**src/sv/ttb_pkg.sv**
```systemverilog
`timescale 1ns / 1ps

package ttb_pkg;

	// Default values of the top-level parameters.
	localparam int TILE_SIZE_DEF        = 16;
	localparam int MAX_TILES_ACROSS_DEF = 8;
	localparam int MAX_TILES_DOWN_DEF   = 8;
	localparam int TRIANGLE_ID_BITS_DEF = 16;

	// Fixed field widths.
	localparam int COORD_W     = 16;
	localparam int SLOT_W      = 6;
	localparam int ID_OUT_W    = 16;
	localparam int CFG_W       = 4;
	localparam int CFG_INDEX_W = 1;
	localparam int IN_TDATA_W  = 6 * COORD_W;
	localparam int OUT_TDATA_W = 24;

	// Configuration register indexes and reset value.
	localparam logic [CFG_INDEX_W-1:0] REG_TILES_ACROSS = 1'd0;
	localparam logic [CFG_INDEX_W-1:0] REG_TILES_DOWN   = 1'd1;
	localparam logic [CFG_W-1:0]       CFG_RESET        = 4'd8;

	// Command codes carried in tuser.
	localparam logic CMD_BIN   = 1'b0;
	localparam logic CMD_CLEAR = 1'b1;

	typedef enum logic [1:0] {
		ST_IDLE,
		ST_BOX,
		ST_RANGE,
		ST_EMIT
	} state_t;

	typedef struct packed {
		logic load_box;    // capture bounding box of an accepted bin beat
		logic load_range;  // capture clamped tile range
		logic start;       // take a triangle index and load the tile walker
		logic step;        // emit one tile and advance the walker
		logic clear_id;    // return the triangle counter to zero
	} dp_cmd_t;

	typedef struct packed {
		logic skip;        // empty or off-grid box
		logic last;        // walker sits on the final tile
		logic out_free;    // output register can take a beat this cycle
	} dp_status_t;

endpackage

```
**src/sv/ttb_ctrl.sv**
```systemverilog
`timescale 1ns / 1ps

module ttb_ctrl (
	input  logic               clk,
	input  logic               arst_n,
	input  logic               in_valid,
	input  logic               in_command,
	output logic               in_ready,
	input  ttb_pkg::dp_status_t status,
	output ttb_pkg::dp_cmd_t   cmd
);

	ttb_pkg::state_t state_q;
	ttb_pkg::state_t state_d;

	always_ff @(posedge clk or negedge arst_n) begin
		if (!arst_n) begin
			state_q <= ttb_pkg::ST_IDLE;
		end else begin
			state_q <= state_d;
		end
	end

	always_comb begin
		state_d  = state_q;
		cmd      = '0;
		in_ready = 1'b0;
		unique case (state_q)
			ttb_pkg::ST_IDLE: begin
				in_ready = 1'b1;
				if (in_valid) begin
					if (in_command == ttb_pkg::CMD_CLEAR) begin
						cmd.clear_id = 1'b1;
					end else begin
						cmd.load_box = 1'b1;
						state_d      = ttb_pkg::ST_BOX;
					end
				end
			end
			ttb_pkg::ST_BOX: begin
				cmd.load_range = 1'b1;
				state_d        = ttb_pkg::ST_RANGE;
			end
			ttb_pkg::ST_RANGE: begin
				if (status.skip) begin
					state_d = ttb_pkg::ST_IDLE;
				end else begin
					cmd.start = 1'b1;
					state_d   = ttb_pkg::ST_EMIT;
				end
			end
			ttb_pkg::ST_EMIT: begin
				if (status.out_free) begin
					cmd.step = 1'b1;
					if (status.last) begin
						state_d = ttb_pkg::ST_IDLE;
					end
				end
			end
			default: begin
				state_d = ttb_pkg::ST_IDLE;
			end
		endcase
	end

endmodule

```
**src/sv/ttb_datapath.sv**
```systemverilog
`timescale 1ns / 1ps

module ttb_datapath #(
	parameter int TILE_SIZE        = ttb_pkg::TILE_SIZE_DEF,
	parameter int MAX_TILES_ACROSS = ttb_pkg::MAX_TILES_ACROSS_DEF,
	parameter int MAX_TILES_DOWN   = ttb_pkg::MAX_TILES_DOWN_DEF,
	parameter int TRIANGLE_ID_BITS = ttb_pkg::TRIANGLE_ID_BITS_DEF
) (
	input  logic                               clk,
	input  logic                               arst_n,
	input  ttb_pkg::dp_cmd_t                   cmd,
	output ttb_pkg::dp_status_t                status,
	input  logic [ttb_pkg::IN_TDATA_W-1:0]     in_data,
	input  logic                               cfg_write,
	input  logic [ttb_pkg::CFG_INDEX_W-1:0]    cfg_index,
	input  logic [ttb_pkg::CFG_W-1:0]          cfg_data,
	output logic                               m_tvalid,
	input  logic                               m_tready,
	output logic [ttb_pkg::OUT_TDATA_W-1:0]    m_tdata,
	output logic                               m_tlast
);

	localparam int MAX_ALL = (MAX_TILES_ACROSS > MAX_TILES_DOWN) ?
		MAX_TILES_ACROSS : MAX_TILES_DOWN;
	localparam int CNT_W = $clog2(MAX_ALL + 1);
	localparam logic [CNT_W-1:0] CNT_ONE = CNT_W'(1);
	localparam logic [TRIANGLE_ID_BITS-1:0] ID_TOP = '1;
	localparam int PAD_W = ttb_pkg::OUT_TDATA_W - ttb_pkg::SLOT_W - ttb_pkg::ID_OUT_W;

	function automatic logic signed [ttb_pkg::COORD_W-1:0] min3(
		input logic signed [ttb_pkg::COORD_W-1:0] a,
		input logic signed [ttb_pkg::COORD_W-1:0] b,
		input logic signed [ttb_pkg::COORD_W-1:0] c
	);
		logic signed [ttb_pkg::COORD_W-1:0] m;
		m = (a < b) ? a : b;
		return (m < c) ? m : c;
	endfunction

	function automatic logic signed [ttb_pkg::COORD_W-1:0] max3(
		input logic signed [ttb_pkg::COORD_W-1:0] a,
		input logic signed [ttb_pkg::COORD_W-1:0] b,
		input logic signed [ttb_pkg::COORD_W-1:0] c
	);
		logic signed [ttb_pkg::COORD_W-1:0] m;
		m = (a > b) ? a : b;
		return (m > c) ? m : c;
	endfunction

	// Floor of v / TILE_SIZE, limited to the range 0 .. limit. Each tile
	// boundary is an independent constant compare; the count of passed
	// boundaries is the tile number.
	function automatic logic [CNT_W-1:0] tile_floor(
		input logic signed [ttb_pkg::COORD_W:0] v,
		input int limit
	);
		logic [CNT_W-1:0] n;
		n = '0;
		for (int k = 1; k <= MAX_ALL; k++) begin
			if ((k <= limit) && (int'(v) >= k * TILE_SIZE)) begin
				n = n + CNT_ONE;
			end
		end
		return n;
	endfunction

	// Configuration registers.
	logic [ttb_pkg::CFG_W-1:0] across_q;
	logic [ttb_pkg::CFG_W-1:0] down_q;
	logic [CNT_W-1:0]          across_eff;
	logic [CNT_W-1:0]          down_eff;

	always_ff @(posedge clk or negedge arst_n) begin
		if (!arst_n) begin
			across_q <= ttb_pkg::CFG_RESET;
			down_q   <= ttb_pkg::CFG_RESET;
		end else if (cfg_write) begin
			if (cfg_index == ttb_pkg::REG_TILES_ACROSS) begin
				across_q <= cfg_data;
			end else if (cfg_index == ttb_pkg::REG_TILES_DOWN) begin
				down_q <= cfg_data;
			end
		end
	end

	always_comb begin
		if (across_q == '0) begin
			across_eff = CNT_ONE;
		end else if (int'(across_q) > MAX_TILES_ACROSS) begin
			across_eff = CNT_W'(MAX_TILES_ACROSS);
		end else begin
			across_eff = CNT_W'(across_q);
		end
		if (down_q == '0) begin
			down_eff = CNT_ONE;
		end else if (int'(down_q) > MAX_TILES_DOWN) begin
			down_eff = CNT_W'(MAX_TILES_DOWN);
		end else begin
			down_eff = CNT_W'(down_q);
		end
	end

	// Stage 1: bounding box.
	logic signed [ttb_pkg::COORD_W-1:0] ax, ay, bx, by, cx, cy;
	logic signed [ttb_pkg::COORD_W-1:0] minx_s1, miny_s1, maxx_s1, maxy_s1;

	assign ax = $signed(in_data[15:0]);
	assign ay = $signed(in_data[31:16]);
	assign bx = $signed(in_data[47:32]);
	assign by = $signed(in_data[63:48]);
	assign cx = $signed(in_data[79:64]);
	assign cy = $signed(in_data[95:80]);

	always_ff @(posedge clk) begin
		if (cmd.load_box) begin
			minx_s1 <= min3(ax, bx, cx);
			maxx_s1 <= max3(ax, bx, cx);
			miny_s1 <= min3(ay, by, cy);
			maxy_s1 <= max3(ay, by, cy);
		end
	end

	// Stage 2: tile range, clamped to the grid, and the skip decision.
	logic signed [ttb_pkg::COORD_W:0] hx_v, hy_v;
	logic [CNT_W-1:0] lo_x, lo_y, hx_raw, hy_raw, hi_x, hi_y;
	logic [CNT_W-1:0] across_m1, down_m1;
	logic             skip;
	logic [CNT_W-1:0] lo_x_s2, lo_y_s2, hi_x_s2, hi_y_s2;
	logic             skip_s2;

	always_comb begin
		hx_v      = (ttb_pkg::COORD_W + 1)'(maxx_s1) - 17'sd1;
		hy_v      = (ttb_pkg::COORD_W + 1)'(maxy_s1) - 17'sd1;
		lo_x      = tile_floor((ttb_pkg::COORD_W + 1)'(minx_s1), MAX_TILES_ACROSS);
		lo_y      = tile_floor((ttb_pkg::COORD_W + 1)'(miny_s1), MAX_TILES_DOWN);
		hx_raw    = tile_floor(hx_v, MAX_TILES_ACROSS);
		hy_raw    = tile_floor(hy_v, MAX_TILES_DOWN);
		across_m1 = across_eff - CNT_ONE;
		down_m1   = down_eff - CNT_ONE;
		hi_x      = (hx_raw > across_m1) ? across_m1 : hx_raw;
		hi_y      = (hy_raw > down_m1) ? down_m1 : hy_raw;
		skip      = (maxx_s1 <= minx_s1) || (maxy_s1 <= miny_s1) ||
		            (maxx_s1 <= 16'sd0) || (maxy_s1 <= 16'sd0) ||
		            (lo_x >= across_eff) || (lo_y >= down_eff);
	end

	always_ff @(posedge clk) begin
		if (cmd.load_range) begin
			lo_x_s2 <= lo_x;
			lo_y_s2 <= lo_y;
			hi_x_s2 <= hi_x;
			hi_y_s2 <= hi_y;
			skip_s2 <= skip;
		end
	end

	// Triangle counter, saturating at its top.
	logic [TRIANGLE_ID_BITS-1:0] next_id_q;

	always_ff @(posedge clk or negedge arst_n) begin
		if (!arst_n) begin
			next_id_q <= '0;
		end else if (cmd.clear_id) begin
			next_id_q <= '0;
		end else if (cmd.start && (next_id_q != ID_TOP)) begin
			next_id_q <= next_id_q + TRIANGLE_ID_BITS'(1);
		end
	end

	// Tile walker: row and column counters with the slot number kept
	// incrementally (row base plus column).
	logic [CNT_W-1:0]             row_q, col_q;
	logic [ttb_pkg::SLOT_W-1:0]   base_q, slot_q;
	logic [ttb_pkg::ID_OUT_W-1:0] id_q;
	logic [ttb_pkg::SLOT_W-1:0]   start_base;
	logic [ttb_pkg::SLOT_W-1:0]   next_base;
	logic                         row_end;

	assign start_base = ttb_pkg::SLOT_W'(lo_y_s2) * ttb_pkg::SLOT_W'(across_eff);
	assign next_base  = base_q + ttb_pkg::SLOT_W'(across_eff);
	assign row_end    = (col_q == hi_x_s2);

	always_ff @(posedge clk) begin
		if (cmd.start) begin
			row_q  <= lo_y_s2;
			col_q  <= lo_x_s2;
			base_q <= start_base;
			slot_q <= start_base + ttb_pkg::SLOT_W'(lo_x_s2);
			id_q   <= ttb_pkg::ID_OUT_W'(next_id_q);
		end else if (cmd.step) begin
			if (row_end) begin
				row_q  <= row_q + CNT_ONE;
				col_q  <= lo_x_s2;
				base_q <= next_base;
				slot_q <= next_base + ttb_pkg::SLOT_W'(lo_x_s2);
			end else begin
				col_q  <= col_q + CNT_ONE;
				slot_q <= slot_q + ttb_pkg::SLOT_W'(1);
			end
		end
	end

	// Output register.
	logic                         out_valid_q;
	logic [ttb_pkg::SLOT_W-1:0]   out_slot_q;
	logic [ttb_pkg::ID_OUT_W-1:0] out_id_q;
	logic                         out_last_q;

	always_ff @(posedge clk or negedge arst_n) begin
		if (!arst_n) begin
			out_valid_q <= 1'b0;
		end else if (cmd.step) begin
			out_valid_q <= 1'b1;
		end else if (m_tready) begin
			out_valid_q <= 1'b0;
		end
	end

	always_ff @(posedge clk) begin
		if (cmd.step) begin
			out_slot_q <= slot_q;
			out_id_q   <= id_q;
			out_last_q <= status.last;
		end
	end

	assign status.skip     = skip_s2;
	assign status.last     = row_end && (row_q == hi_y_s2);
	assign status.out_free = !out_valid_q || m_tready;

	assign m_tvalid = out_valid_q;
	assign m_tdata  = {{PAD_W{1'b0}}, out_id_q, out_slot_q};
	assign m_tlast  = out_last_q;

endmodule

```
**src/sv/triangle_tile_binner.sv**
```systemverilog
`timescale 1ns / 1ps

// Triangle tile binner.
// The s_* channel takes one command beat: tuser selects a bin (0) or a
// counter clear (1); tdata carries the three vertices of a bin command.
// For each bin beat the block emits one m_* beat per covered grid tile,
// row by row and left to right, with tlast on the final tile of the
// triangle. Empty boxes and boxes that lie off the grid emit nothing and
// do not use a triangle index.
// The cfg channel writes tiles_across (index 0) and tiles_down (index 1);
// cfg_ready is always high, and writes belong in idle periods.
// After a bin beat is accepted, the bounding box, the tile range, the walker
// load and the output register are loaded in turn before the first tile beat
// is valid. The tile walker produces one tile per cycle while the output
// register is free; a clear beat is taken in idle and leaves the block idle.
// The next command beat is taken as soon as the walker has handed its last
// tile to the output register, even while that beat waits on m_tready.
// When the receiver stalls, the walker holds until the output register
// frees up. Reset empties the output, sets both grid registers to 8 and
// the triangle counter to zero; no clearing pass is needed.

module triangle_tile_binner #(
	parameter int TILE_SIZE        = ttb_pkg::TILE_SIZE_DEF,
	parameter int MAX_TILES_ACROSS = ttb_pkg::MAX_TILES_ACROSS_DEF,
	parameter int MAX_TILES_DOWN   = ttb_pkg::MAX_TILES_DOWN_DEF,
	parameter int TRIANGLE_ID_BITS = ttb_pkg::TRIANGLE_ID_BITS_DEF
) (
	input  logic                            clk,
	input  logic                            arst_n,
	input  logic                            s_tvalid,
	output logic                            s_tready,
	// vertex_a_x, vertex_a_y, vertex_b_x, vertex_b_y, vertex_c_x, vertex_c_y
	input  logic [ttb_pkg::IN_TDATA_W-1:0]  s_tdata,
	// command
	input  logic                            s_tuser,
	output logic                            m_tvalid,
	input  logic                            m_tready,
	// tile_slot, triangle_id, two zero bits
	output logic [ttb_pkg::OUT_TDATA_W-1:0] m_tdata,
	output logic                            m_tlast,
	input  logic                            cfg_valid,
	output logic                            cfg_ready,
	input  logic [ttb_pkg::CFG_INDEX_W-1:0] cfg_index,
	input  logic [ttb_pkg::CFG_W-1:0]       cfg_data
);

	ttb_pkg::dp_cmd_t    cmd;
	ttb_pkg::dp_status_t status;

	assign cfg_ready = 1'b1;

	ttb_ctrl u_ctrl (
		.clk        (clk),
		.arst_n     (arst_n),
		.in_valid   (s_tvalid),
		.in_command (s_tuser),
		.in_ready   (s_tready),
		.status     (status),
		.cmd        (cmd)
	);

	ttb_datapath #(
		.TILE_SIZE        (TILE_SIZE),
		.MAX_TILES_ACROSS (MAX_TILES_ACROSS),
		.MAX_TILES_DOWN   (MAX_TILES_DOWN),
		.TRIANGLE_ID_BITS (TRIANGLE_ID_BITS)
	) u_datapath (
		.clk       (clk),
		.arst_n    (arst_n),
		.cmd       (cmd),
		.status    (status),
		.in_data   (s_tdata),
		.cfg_write (cfg_valid && cfg_ready),
		.cfg_index (cfg_index),
		.cfg_data  (cfg_data),
		.m_tvalid  (m_tvalid),
		.m_tready  (m_tready),
		.m_tdata   (m_tdata),
		.m_tlast   (m_tlast)
	);

	// The walker only emits into a free output register.
	a_step_needs_room: assert property (@(posedge clk) disable iff (!arst_n)
		cmd.step |-> status.out_free)
		else $error("tile emitted into a full output register");

	// No command beat is taken while tiles are still being walked.
	a_no_accept_while_emitting: assert property (@(posedge clk) disable iff (!arst_n)
		s_tready |-> !cmd.step && !cmd.start && !cmd.load_range)
		else $error("command accepted while a triangle is in flight");

	// A captured bounding box is always followed by a range capture.
	a_box_then_range: assert property (@(posedge clk) disable iff (!arst_n)
		cmd.load_box |=> cmd.load_range)
		else $error("tile range not computed after bounding box");

endmodule

```
**config.mk**
```make
export PLATFORM = sky130hd
export DESIGN_NAME = triangle_tile_binner
export DESIGN_NICKNAME = d
export VERILOG_FILES = /design/src/sv/ttb_pkg.sv /design/src/sv/ttb_ctrl.sv /design/src/sv/ttb_datapath.sv /design/src/sv/triangle_tile_binner.sv
export SDC_FILE = /design/constraint.sdc
export NUM_CORES = 1
export LEC_CHECK = 0
export ABC_AREA = 1
export BUFFER_PORTS_ARGS = -buffer_cell sky130_fd_sc_hd__buf_4
export CAP_MARGIN = 40
export CORE_AREA = 2 2 159 161
export CTS_BUF_LIST = sky130_fd_sc_hd__clkbuf_8
export CTS_CLUSTER_SIZE = 14
export DETAILED_ROUTE_END_ITERATION = 10
export DIE_AREA = 0 0 161 163
export HOLD_SLACK_MARGIN = 0.05
export PLACE_DENSITY_LB_ADDON = 0.1
export SLEW_MARGIN = 20
export SYNTH_ARGS = -nofsm -noshare
export SYNTH_HDL_FRONTEND = slang
export SYNTH_SLANG_ARGS = --single-unit
```
**constraint.sdc**
```tcl
create_clock -name clk -period 7.6 [get_ports clk]
set_clock_uncertainty 0.05 [all_clocks]
set_input_delay 1.14 -clock clk [delete_from_list [all_inputs] [get_ports clk]]
set_output_delay 1.14 -clock clk [all_outputs]
set_load 0.01 [all_outputs]
```
==> impl_metrics.py <==
metrics = {
    "finish": {
        "fillers": 2068,
        "final_core_util_pct": 69.1,
        "final_area_sq_mm": 0.0171,
        "drive_gt1_share_pct": 12.3,
        "diodes": 0,
        "stdcell_count": 2512,
        "area_growth_pct": 11.4,
        "finalNetCount": 2480,
    },
    "sta": {
        "tns_ps": 0,
        "tightest_slew_ps": 794,
        "maxSlewHeadroom_pct": 46.9,
        "rsz0062_at_grt": "false",
        "min_period_ps": 6420,
        "fmax_mhz": 156,
        "final_hold_viol_count": 0,
        "fin_crit_sh_pct": 84.5,
        "slew_viol_final": 0,
        "report.final.setup_viol": 0,
    },
    "synthesis": {
        "synth.yosys.seq_area_share_pct": 31.9,
        "synth_top_flop_cell": "edfxtp_1",
        "synthesis.area_sq_mm": 0.0153,
        "synth_top_area_share_pct": 27.5,
        "yosysWarnings": 0,
        "yosys.area_share.xor_xnor_pct": 3.32,
        "syn_area_per_cell_sq_um": 7.49,
        "synth_top_family_by_area": "simple AND/OR/NAND/NOR gates",
        "synth-simple-area-share_pct": 27.2,
        "synth_compound_area_share_pct": 11.7,
        "synth-edff-count": 140,
        "synthMuxAreaShare_pct": 0.139,
        "synthCells": 2043,
        "synth_adder_area_share_pct": 17.0,
        "ys_types": 70,
        "yosys.area.top_type": "edfxtp_1",
        "ys_seq_elements": 167,
        "synthTopCellsByArea": "edfxtp_1 (27%), ha_1 (16%), nand2_1 (13%), inv_1 (7.3%), nand3_1 (4.5%)",
        "synthArstFlopShare_pct": 16.2,
    },
    "cts": {
        "clkSinkCount": 167,
        "cts-root-buf": "clkbuf_8",
        "htree_levels": 4,
        "cts_setup_buffers": 0,
        "clock_latency_ps": 480,
        "cts_inserted_buffers": 17,
        "ctsHoldBuffers": 0,
        "clockBufferDepth": 2,
        "tritoncts": "built",
        "ctsResizeCount": 0,
        "clk_pin_slew_ps": 120,
    },
    "outcome": {
        "outcome": "finished clean",
    },
    "place": {
        "routabilityCongestion": 0.929,
        "port_buffers": 131,
        "dp_cells": 2480,
        "place.detailed.hpwl_mm": 26.4,
        "postPlaceCellArea_sq_mm": 0.0166,
    },
    "power_and_ir_drop": {
        "finalPower_mw": 4.22,
        "ir_drop_mv": 0.143,
        "p_per_area_mw_per_mm2": 247,
        "cellLeakagePower_nw": 8.54,
    },
    "routing": {
        "wl_per_cell_um": 12.6,
        "viasPerCell": 5.34,
        "firstDrtPassIters": 5,
        "wl_mm": 31.7,
        "remaining_drc_errors": 0,
        "dr.first_iter.drc_count": 853,
        "vias": 13420,
        "drtAntennaViolNets": 0,
    },
    "floorplanning": {
        "dieArea_sq_mm": 0.0262,
        "die_w_um": 161,
        "initial_core_util_pct": 62.0,
        "die_h_um": 163,
        "fp.coreArea_sq_mm": 0.0247,
        "num_rows": 58,
        "ios": 135,
    },
    "setup_path": {
        "path_common_cell": "nand2_1",
        "critical-path-slowest-cell": "edfxtp_1",
        "crit_arrival_ps": 6600,
        "worstSetupPathType": "flip-flop to flip-flop",
        "cp-end-kind": "flip-flop",
        "cp_max_fo": 5,
        "cp.required_ps": 7780,
        "crit_path_start_kind": "flip-flop",
        "critPathMaxStageDelay_ps": 420,
    },
    "global_route": {
        "grt_start_max_net_pins": 66,
        "grt_util_all_layers_pct": 24.5,
        "grt_pass1_vias": 12425,
        "grt-ovfl-total": 0,
        "grt_pass1_wl_mm": 54.1,
        "grt_antenna_before_repair": 0,
    },
    "worst_hold_path": {
        "holdCritPathClass": "flip-flop to flip-flop",
    },
    "job": {
        "max_cap_viol_count": 0,
    },
}
## final timing paths
path / from / to / slack (ps) / cells past startpoint
worst max-delay path: u_datapath.maxy_s1[1] / u_datapath.hi_y_s2[0] / 1180 / 40
worst min register to register: u_datapath.id_q[9] / u_datapath.out_id_q[9] / 380 / 0
min in group asynchronous: arst_n / u_datapath.next_id_q[0] / 500 / 1
worst max register to register: u_datapath.maxy_s1[1] / u_datapath.hi_y_s2[0] / 1180 / 40
max in group asynchronous: arst_n / u_datapath.down_q[3] / 6690 / 1
worst min-delay path: u_datapath.id_q[9] / u_datapath.out_id_q[9] / 380 / 0
## layout make-up
type                       instances  area [sq um]  area share [%]
multi-input combinational       1533          9120            53.5
tap                              330           413            2.42
timing repair buffer             139          1040            6.12
clock buffer                      17           234            1.37
sequential                       167          4880            28.6
clock inverter                    15           195            1.14
inverter                         311          1170            6.86
## per-layer routing
metal  GRT usage, %  vias to the layer above  wire length, um
met5              0                        -                0
met3           2.32                       43             1240
met1           32.4                     6060            14800
met4           7.31                        0              591
li1               -                     7011                -
met2           43.1                      306            15100
## cell families (layout without fill, tap and decap cells)
family / after synthesis / in the layout
AO/OA/AOI/OAI: 317 / 317
XOR/XNOR: 49 / 49
adder cells (fa/ha/maj): 204 / 204
buffers and inverters: 346 / 482
flip-flops: 167 / 167
multiplexers: 2 / 2
other: 2 / 5
AND/OR/NAND/NOR: 956 / 956
## layout by cell type (no fill, tap or decap), types with 4 or more instances in the layout
cell / instances
a211oi_1: 5
a21oi_1: 119
a31oi_1: 11
buf_4: 136
clkbuf_8: 17
clkinv_8: 6
conb_1: 5
dfrtp_1: 25
edfxtp_1: 140
fa_1: 7
ha_1: 197
inv_1: 299
inv_2: 9
nand2_1: 521
nand2_2: 24
nand3_1: 137
nand3_2: 12
nand3b_1: 9
nand4_1: 21
nor2_1: 170
nor2_2: 14
nor2_4: 6
nor3_1: 18
o211ai_1: 8
o21a_1: 8
o21ai_0: 125
o21ai_1: 10
o21bai_1: 4
or2_2: 7
xnor2_1: 13
xor2_1: 27
xor2_2: 5
## flip-flops by register name, summed over array words and instances (netlist names), 6 cells and up
name,flops
u_datapath.miny_s1,16
u_datapath.minx_s1,16
u_datapath.maxy_s1,16
u_datapath.out_id_q,16
u_datapath.id_q,16
u_datapath.next_id_q,16
u_datapath.out_slot_q,6
u_datapath.base_q,6
u_datapath.slot_q,6
u_datapath.maxx_s1,16
## synth_stat cells (all sizes together), types with 2 or more instances
library cell    n
a221oi          2
nor4            2
ha            197
nand2         547
nor2          190
clkinv          2
nor3           19
o21bai          4
a21oi         121
inv           309
nand3b         10
conb            2
clkbuf         24
nor3b           2
nor4b           2
o211a           2
a21o            3
nand4          21
o21a            8
a21boi          4
edfxtp        140
a2111oi         2
xnor2          17
xor2           32
fa              7
a211oi          5
or2            10
a31oi          12
nand3         149
dfrtp          25
o21ai         138
o211ai          8
and2            3
buf            11
dfstp           2
## power by group
part / internal (mW) / switching (mW)
registers: 1.24 / 0.107
clock network: 0.258 / 0.395
logic: 0.849 / 1.38
## worst max-delay path: cells and delay by family (launching register included)
family                     cells  cell delay [ps]
adders and majority gates      8             2160
and+or+nand+nor               19             2040
DFF                            1              420
buffers and inverters          7              460
AOI/OAI and AO/OA              6             1040
## per-stage QoR
stage                     hold WS, ps  worst slack (ps)
after floorplan                   350              1840
after global placement            351              1040
after detailed placement          355              1250
after CTS                         372              1200
after global routing              388               675
final                             375              1180
(Power assumes the default switching activity.)
